<file path="config.mk">
export PLATFORM = sky130hd
export DESIGN_NAME = multi_pattern_window_match_count
export DESIGN_NICKNAME = d
export VERILOG_FILES = /design/src/hdl/mpwm_pkg.sv /design/src/hdl/multi_pattern_window_match_count.sv /design/src/hdl/mpwm_window.sv /design/src/hdl/mpwm_cell.sv
export SDC_FILE = /design/constraint.sdc
export NUM_CORES = 2
export LEC_CHECK = 0
export BUFFER_PORTS_ARGS = -buffer_cell sky130_fd_sc_hd__buf_4
export CAP_MARGIN = 20
export CORE_MARGIN = 2
export CORE_UTILIZATION = 35
export DETAILED_ROUTE_END_ITERATION = 6
export PLACE_DENSITY = 0.54
export SLEW_MARGIN = 0
export SYNTH_ARGS = -nofsm -noshare
export SYNTH_HDL_FRONTEND = slang
export SYNTH_SLANG_ARGS = --single-unit
</file>
<file path="constraint.sdc">
create_clock -name clk -period 16.07 [get_ports clk]
set_input_delay 3.214 -clock clk [delete_from_list [all_inputs] [get_ports clk]]
set_output_delay 3.214 -clock clk [all_outputs]
set_load 0.02 [all_outputs]
</file>
<file path="src/hdl/mpwm_pkg.sv">
// Shared types, constants and helper functions of the multi-pattern window match counter.
package mpwm_pkg;

	localparam int PATTERN_COUNT  = 16;
	localparam int PATTERN_LENGTH = 8;

	localparam int BYTE_W   = 8;
	localparam int SEL_W    = 4;
	localparam int OFS_W    = 3;
	localparam int COUNT_W  = 5;
	localparam int OFFSET_W = 16;
	localparam int FILL_W   = $clog2(PATTERN_LENGTH + 1);
	localparam int IDX_W    = (PATTERN_LENGTH > 1) ? $clog2(PATTERN_LENGTH) : 1;

	typedef enum logic [0:0] {
		OP_DATA        = 1'b0,
		OP_TABLE_WRITE = 1'b1
	} opcode_t;

	// Index 0 holds the oldest byte of the window.
	typedef logic [PATTERN_LENGTH-1:0][BYTE_W-1:0] window_t;

	// One transaction as it travels down the row of cells.
	typedef struct packed {
		logic                is_write;
		logic                report;
		window_t             window;
		logic [COUNT_W-1:0]  count;
		logic [OFFSET_W-1:0] start;
		logic [SEL_W-1:0]    sel;
		logic [OFS_W-1:0]    ofs;
		logic [BYTE_W-1:0]   value;
	} chain_tx_t;

	// Contents of a pattern after reset: byte 0 of pattern 0 is one, all else zero.
	function automatic window_t init_pattern(input logic [SEL_W-1:0] idx);
		window_t pat;
		pat = '0;
		if (idx == '0) begin
			pat[0] = BYTE_W'(1);
		end
		return pat;
	endfunction

endpackage

</file>
<file path="src/hdl/multi_pattern_window_match_count.sv">
// Top level: window front end feeding a row of pattern cells, one result per window.
//
//   channel | direction | handshake              | payload
//   in      | input     | in_valid / in_ready    | opcode, byte_value, pattern_select,
//           |           |                        | pattern_offset, restart
//   out     | output    | out_valid / out_ready  | match_count, window_start
//
// One input transaction per cycle is accepted while in_ready is high. A transaction
// that gives a result passes through each cell's register before it leaves. Table
// writes travel down the row in order with the data, so each result sees exactly
// the table writes accepted before it. Reset clears the window and offset and
// restores the pattern table at once. A stalled output holds the last cell; earlier
// cells keep moving into empty slots, so input stalls only once the row is full.
module multi_pattern_window_match_count
	import mpwm_pkg::*;
(
	input  logic                clk,
	input  logic                arst_n,
	input  logic                in_valid,
	output logic                in_ready,
	input  logic                opcode,
	input  logic [BYTE_W-1:0]   byte_value,
	input  logic [SEL_W-1:0]    pattern_select,
	input  logic [OFS_W-1:0]    pattern_offset,
	input  logic                restart,
	output logic                out_valid,
	input  logic                out_ready,
	output logic [COUNT_W-1:0]  match_count,
	output logic [OFFSET_W-1:0] window_start
);

	logic      link_valid [PATTERN_COUNT+1];
	logic      link_ready [PATTERN_COUNT+1];
	chain_tx_t link_tx    [PATTERN_COUNT+1];

	mpwm_window u_window (
		.clk            (clk),
		.arst_n         (arst_n),
		.in_valid       (in_valid),
		.in_ready       (in_ready),
		.opcode         (opcode),
		.byte_value     (byte_value),
		.pattern_select (pattern_select),
		.pattern_offset (pattern_offset),
		.restart        (restart),
		.tx_valid       (link_valid[0]),
		.tx_ready       (link_ready[0]),
		.tx             (link_tx[0])
	);

	for (genvar k = 0; k < PATTERN_COUNT; k++) begin : g_cell
		mpwm_cell u_cell (
			.clk        (clk),
			.arst_n     (arst_n),
			.cell_index (SEL_W'(k)),
			.init_value (init_pattern(SEL_W'(k))),
			.in_valid   (link_valid[k]),
			.in_ready   (link_ready[k]),
			.in_tx      (link_tx[k]),
			.out_valid  (link_valid[k+1]),
			.out_ready  (link_ready[k+1]),
			.out_tx     (link_tx[k+1])
		);
	end

	// Table writes leave the last cell without producing a result.
	assign out_valid                 = link_valid[PATTERN_COUNT] && link_tx[PATTERN_COUNT].report;
	assign link_ready[PATTERN_COUNT] = out_ready || !link_tx[PATTERN_COUNT].report;
	assign match_count               = link_tx[PATTERN_COUNT].count;
	assign window_start              = link_tx[PATTERN_COUNT].start;

endmodule

</file>
<file path="src/hdl/mpwm_window.sv">
// Front end: sliding window, fill level and batch offset, building chain transactions.
module mpwm_window
	import mpwm_pkg::*;
(
	input  logic                clk,
	input  logic                arst_n,
	input  logic                in_valid,
	output logic                in_ready,
	input  logic                opcode,
	input  logic [BYTE_W-1:0]   byte_value,
	input  logic [SEL_W-1:0]    pattern_select,
	input  logic [OFS_W-1:0]    pattern_offset,
	input  logic                restart,
	output logic                tx_valid,
	input  logic                tx_ready,
	output chain_tx_t           tx
);

	window_t             window_q;
	logic [FILL_W-1:0]   fill_q;
	logic [OFFSET_W-1:0] offset_q;

	window_t             window_n;
	logic [FILL_W-1:0]   base_fill;
	logic [FILL_W-1:0]   fill_n;
	logic [OFFSET_W-1:0] base_offset;
	logic                is_write;
	logic                report;
	logic                accept;

	assign in_ready = tx_ready;
	assign accept   = in_valid && tx_ready;
	assign is_write = (opcode == OP_TABLE_WRITE);

	always_comb begin
		base_fill   = restart ? '0 : fill_q;
		base_offset = restart ? '0 : offset_q;
		window_n    = window_q;
		if (base_fill < FILL_W'(PATTERN_LENGTH)) begin
			window_n[base_fill[IDX_W-1:0]] = byte_value;
			fill_n = base_fill + FILL_W'(1);
		end else begin
			for (int i = 0; i < PATTERN_LENGTH - 1; i++) begin
				window_n[i] = window_q[i + 1];
			end
			window_n[PATTERN_LENGTH-1] = byte_value;
			fill_n = base_fill;
		end
		report = (fill_n == FILL_W'(PATTERN_LENGTH));
	end

	always_comb begin
		tx.is_write = is_write;
		tx.report   = !is_write && report;
		tx.window   = window_n;
		tx.count    = '0;
		tx.start    = base_offset;
		tx.sel      = pattern_select;
		tx.ofs      = pattern_offset;
		tx.value    = byte_value;
	end

	// Data bytes that only fill the window never enter the chain.
	assign tx_valid = in_valid && (is_write || report);

	always_ff @(posedge clk or negedge arst_n) begin
		if (!arst_n) begin
			window_q <= '0;
			fill_q   <= '0;
			offset_q <= '0;
		end else if (accept && !is_write) begin
			window_q <= window_n;
			fill_q   <= fill_n;
			offset_q <= report ? base_offset + OFFSET_W'(1) : base_offset;
		end
	end

endmodule

</file>
<file path="src/hdl/mpwm_cell.sv">
// One cell of the row: holds one pattern, applies its table writes and adds its match.
module mpwm_cell
	import mpwm_pkg::*;
(
	input  logic             clk,
	input  logic             arst_n,
	input  logic [SEL_W-1:0] cell_index,
	input  window_t          init_value,
	input  logic             in_valid,
	output logic             in_ready,
	input  chain_tx_t        in_tx,
	output logic             out_valid,
	input  logic             out_ready,
	output chain_tx_t        out_tx
);

	// The pattern is stored as its difference from the reset contents, so reset clears it.
	window_t   delta_q;
	logic      valid_q;
	chain_tx_t tx_q;

	window_t   pattern;
	logic      capture;
	logic      hit;
	chain_tx_t tx_n;

	assign pattern   = delta_q ^ init_value;
	assign in_ready  = !valid_q || out_ready;
	assign capture   = in_valid && in_ready;
	assign out_valid = valid_q;
	assign out_tx    = tx_q;

	always_comb begin
		hit        = in_tx.report && (pattern == in_tx.window);
		tx_n       = in_tx;
		tx_n.count = in_tx.count + COUNT_W'(hit);
	end

	always_ff @(posedge clk or negedge arst_n) begin
		if (!arst_n) begin
			valid_q <= 1'b0;
			delta_q <= '0;
		end else begin
			if (in_ready) begin
				valid_q <= in_valid;
			end
			if (capture && in_tx.is_write && in_tx.sel == cell_index
					&& int'(in_tx.ofs) < PATTERN_LENGTH) begin
				delta_q[in_tx.ofs[IDX_W-1:0]] <= in_tx.value ^ init_value[in_tx.ofs[IDX_W-1:0]];
			end
		end
	end

	always_ff @(posedge clk) begin
		if (capture) begin
			tx_q <= tx_n;
		end
	end

endmodule

</file>
* Word level (Yosys, flattened, before mapping) *
Memories as Yosys holds them, arrays and structs flattened. A register that Yosys moved wholly into a read port is not among the register bits.
Index checks and enable logic that the tools add are counted.
Widths: inputs -> output; s select.

storage, ports and cells
  flip-flop bits (word level) = 2672
  input port bits = 21
  memories = 16
  output and inout port bits = 23
  bits in read-only memories = 1024

memories
  memory            depth  width  rd ports  clocked after Yosys merged registers in  wr ports  line             RTL
  (no name shown)   8      8      1         1                                        0         mpwm_cell.sv:49  delta_q[in_tx.ofs[IDX_W-1:0]] <= in_tx.value ^ init_value[in_tx.ofs[IDX_W-1:0]];
  (no name shown)   8      8      1         1                                        0         mpwm_cell.sv:49
  (no name shown)   8      8      1         1                                        0         mpwm_cell.sv:49
  (no name shown)   8      8      1         1                                        0         mpwm_cell.sv:49
  (no name shown)   8      8      1         1                                        0         mpwm_cell.sv:49
  (no name shown)   8      8      1         1                                        0         mpwm_cell.sv:49
  10 more memories  n/a    n/a    n/a       n/a                                      n/a       n/a

operators by class
  equal/unequal tests = 32
  $add $sub $neg = 17
  bitwise logic cells = 17
  reductions and logical operators = 123
  magnitude comparators = 35
  mux-type cells = 87

operator list
  operator               number
  $bwmux 64              17
  $eq 64x64->1           16
  $demux 8 s3            17
  $mux 8                 33
  $xor 8x8->8            16
  $logic_and 1x1->1      86
  $add 5x1->5            14
  $lt 3x4->1 const B     17
  $mux 64                1
  $ge 3x1->1 const B     17
  $mux 3                 15
  $eq 4x4->1 const B     9
  $mux 16                2
  $logic_not 1->1        18
  $logic_or 1x1->1       18
  $add 16x1->16 const B  1
  $eq 4x3->1 const B     4
  $eq 4x2->1 const B     2
  $mux 4                 2
  $add 4x1->4 const B    1
  $eq 4x1->1 const B     1
  $logic_not 4->1        1
  $lt 4x4->1 const B     1
  $add 1x1->2            1
  $not 1->1              1

* Logic depth before layout (Yosys ltp) *
  depth in word-level cells = 21
  depth in mapped cells = 12

* By module *
From an unflattened synthesis, not the netlist that was laid out.

unflattened totals
  cell total of the unflattened synthesis = 8509
  area total of the unflattened synthesis = 125696.8 µm²

by module, submodules not included
  module                            area an instance (µm²)  cells an instance  sequential area each (µm²)  times used
  mpwm_cell (g_cell[0].u_cell ...)  7531.0                  498                4689.5                      15
  mpwm_cell (g_cell[9].u_cell)      7497.2                  502                4689.5                      1
  mpwm_window                       5215.0                  533                2102.0                      1
  multi_pattern_window_match_count  20.0                    4                  0.0                         1

* Worst setup path after synthesis *
OpenSTA, ideal clock, no wires.

  kind = input to register
  start point = input out_ready
  end point = register g_cell[5].u_cell.delta_q[56] in the netlist's numbering
  arrival time = 13.378 ns
  stages = 7
  library setup time = 0.125 ns
  path slack = 2.567 ns
  path through = nand4b_1 -> nor4_1 -> and2_1 -> a21boi_0 -> nand4_1 -> nor2_1 -> mux2_2

between the ends
  cells in the longest elaborated chain, start to end = 15

ends and longest elaborated chain
  what                            line                                    RTL
  start: declaration              multi_pattern_window_match_count.sv:27  input logic out_ready,
  $logic_or 1x1->1                multi_pattern_window_match_count.sv:68  assign link_ready[PATTERN_COUNT] = out_ready || !link_tx[PATTERN_COUNT].report;
  $logic_or 1x1->1 (11 in a row)  mpwm_cell.sv:28                         assign in_ready = !valid_q || out_ready;
  $logic_and 1x1->1               mpwm_cell.sv:29                         assign capture = in_valid && in_ready;
  via g_cell[5].u_cell.capture    mpwm_cell.sv:23                         logic capture;
  $logic_and 1x1->1 (2 in a row)  mpwm_cell.sv:47                         if (capture && in_tx.is_write && in_tx.sel == cell_index
  end signal: indexed assignment  mpwm_cell.sv:49
  end: declaration                mpwm_cell.sv:18                         window_t delta_q;

The timed path passes the listed nets, and every way through them passes these cells.
A chain may end at the register's enable or synchronous reset.

* Worst setup path in the final report *
  start point = input out_ready
  end point = output in_ready

between the ends
  cells in the longest elaborated chain, start to end = 17

ends and longest elaborated chain
  what                            line                                    RTL
  $logic_or 1x1->1                multi_pattern_window_match_count.sv:68
  $logic_or 1x1->1 (16 in a row)  mpwm_cell.sv:28
  end: declaration                multi_pattern_window_match_count.sv:20  output logic in_ready,

Every way passes these cells.

==> results.md <==
- Yosys top cell by area: edfxtp_1
- Filler Cell Count: approximately 27000
- DRT Pass-1 Iters: 6
- Post-route ant nets: 0
- #FFs+latches synth: 2666
- Top cells by count, synth: 1542 x edfxtp_1, 1124 x dfrtp_1, 985 x mux2_2
- Clock slew at reported path FFs: around 0.060 ns
- CTS Sinks: 2666
- Worst skew pair latency: just under 0.9 ns
- Tightest Hold Check Type: flop to flop
- Grt ovf: 0
- Initial Utilization: between 30% and 40%
- Async set-reset flop share out of synthesis: 42.16%
- Post_cts resized: 0
- Longest Clk Path Bufs: 4
- CP Capture Type: output pin
- Largest net degree at the start of global routing: ~170
- P per Cell Area: roughly 130 nW/um^2
- Pre-CTS setup slack: approximately 7.1 ns
- Final WL: roughly 300000 um
- Top cells by area, synth: edfxtp_1 44%, dfrtp_1 27%, mux2_2 11%, xnor2_1 3.3%, xor2_1 3.0%
- Mapped cell area: 104700 um^2
- Root Driver: clkbuf_16
- Post-synth EDFFs: approximately 1500
- Clock period minus worst slack: about 9 ns
- Worst Path Max Fanout: 9
- CP required: 12.86 ns
- Prevailing post-synth register cell: edfxtp_1
- GR Util All Layers: between 15 and 20%
- Die W: around 550 um
- Num ports: 44
- RSZ-0062 raised after global routing: false
- Routed vias/inst: between 5 and 6
- Syn. warnings: 0
- Setup_tns: 0 ns
- Startpoint types: input port
- Hold Slack: ~0.38 ns
- # port buffers: 43
- Row Count: 200
- Final Slew Violations: 0
- Layout area overhead: 14.23%
- Layout Nets: between 6000 and 7000
- Initial DRC count: 4919
- Post-synth cell types: 85
- Synth top area share: around 44%
- Detailed placer's ending HPWL: between 200000 and 250000 um
- CTS tree: yes
- Pwr Total: around 15 mW
- P_leak: about 47 nW
- Vias in the first global route: approximately 57000
- Worst vdd ir: around 0.000092 V
- Status: finished, final reports clean
- Via count: around 57000
- Initial antenna violation count: 11
- Core area: slightly below 300000 um^2
- Peak Freq: roughly 110 MHz
- CP arrival: just under 6 ns
- Sequential area share after synthesis: between 70 and 80%
- Worst slew pin tran: around 1.2 ns
- Final Worst Setup Slack: just over 7 ns
- Most frequent cell after synthesis: edfxtp_1
- Cell count after synthesis: about 6500
- Slew headroom: 21.92%
- Global-route wire length before repair: around 430000 um
- Die area: between 300000 and 400000 um^2
- Syn_nets: 6582
- Crit path kind: input port to output pin
- Die Height: around 550 um
- WL per Instance: between 20 and 30 um
- H-tree Lvls: 5
- Num CTS Buffers: between 200 and 300
- Period utilization: a little under three fifths
- Max cap viols: 0
- DRC Markers: 0
- Hold-fix buffers, CTS: 0
- Reg area: 74430 um^2
- Multi-input gate area: 28430 um^2
- Synthesized area per cell: 16.04 um^2
- Post-CTS Setup Bufs: 0
- Final Hold Vio Count: 0
- Ratio of cells with drive above 1 in the final layout: 23.01%
- Finish-stage setup viols: 0
- Clock skew: approximately 0.067 ns
- RD Place Congestion: between 0.8 and 0.9
## layout make-up
type | instances | area share (%)
Inverter | 369 | 1.166
Clock inverter | 129 | 0.9559
Clock buffer | 408 | 6.997
Sequential cell | 2666 | 62.22
Multi-Input combinational cell | 3360 | 23.76
Antenna cell | 6 | 0.01255
Tap cell | 3939 | 4.120
Timing Repair Buffer | 112 | 0.7687
## cell families after synthesis
group / count (synthesis) / share of synthesized area (%)
compound gates: 589 / 3.961
flops: 2666 / 71.07
buf+inv: 504 / 1.958
simple gates: 954 / 5.265
mux: 1043 / 11.16
xor+xnor: 743 / 6.214
fa+ha+maj: 31 / 0.3704
## sequential cells by signal (all words and copies together), names as in the netlist
signal and count:
g_cell.u_cell.out_valid 16, u_window.offset_q 16, u_window.fill_q 4, g_cell.u_cell.delta_q 1024
u_window.window_q 64, g_cell.u_cell.out_tx 1542
## cell usage in the layout, fill, tap and decap left out, types with 46 or more instances in the layout
master	instances
edfxtp_1	1542
dfrtp_1	1124
mux2_2	985
xnor2_1	390
inv_1	365
xor2_1	353
clkbuf_16	306
nand2_1	204
nand4_1	145
nor4_1	139
o21ai_0	133
nor2_1	110
o22ai_1	110
buf_4	98
a221oi_1	73
clkbuf_1	69
nand3_1	63
mux2i_1	56
o2bb2ai_1	48
a21oi_1	46
## final timing paths
check | from | endpoint | slack [ns] | cells after the start
max in group asynchronous | arst_n | g_cell[7].u_cell.delta_q[43] | 10.50 | 4
hold reg to reg | g_cell[6].u_cell.out_tx[15] | g_cell[7].u_cell.out_tx[15] | 0.38 | 0
hold / removal | g_cell[6].u_cell.out_tx[15] | g_cell[7].u_cell.out_tx[15] | 0.38 | 0
setup / recovery | out_ready | in_ready | 7.07 | 7
min in group asynchronous | arst_n | g_cell[15].u_cell.delta_q[20] | 2.40 | 1
setup reg to reg | u_window.fill_q[0] | g_cell[0].u_cell.out_tx[89] | 11.68 | 8
## per-layer routing
metal	part of all wire, %	global-route usage (%)
met1	44	27.24
met2	49	32.84
met3	4.9	2.748
met4	2.7	5.224
met5	0	0
## worst max-delay path, stage by stage
cell	delay (ns)
buf_4	0.12
and4b_1	0.38
nand4_1	0.24
nor3_2	0.81
and2_1	0.43
nand2_1	0.31
buf_4	0.27
## through the flow
step	instance area [um^2]	util [%]	instances
final	119600	40.24	10989
after global routing	119600	40.24	10985
after CTS	119600	40.22	10979
after detailed placement	110100	37.02	10442
after global placement	110000	36.99	10432
after floorplan	104700	-	6530
## where the power goes
group	internal [mW]	switching, mW	total (mW)
clock network	3.91	2.76	6.67
registers	7.53	0.304	7.84
logic	0.261	0.521	0.782
total	11.7	3.58	15.3
No activity file was read; power rests on OpenSTA's default activity.
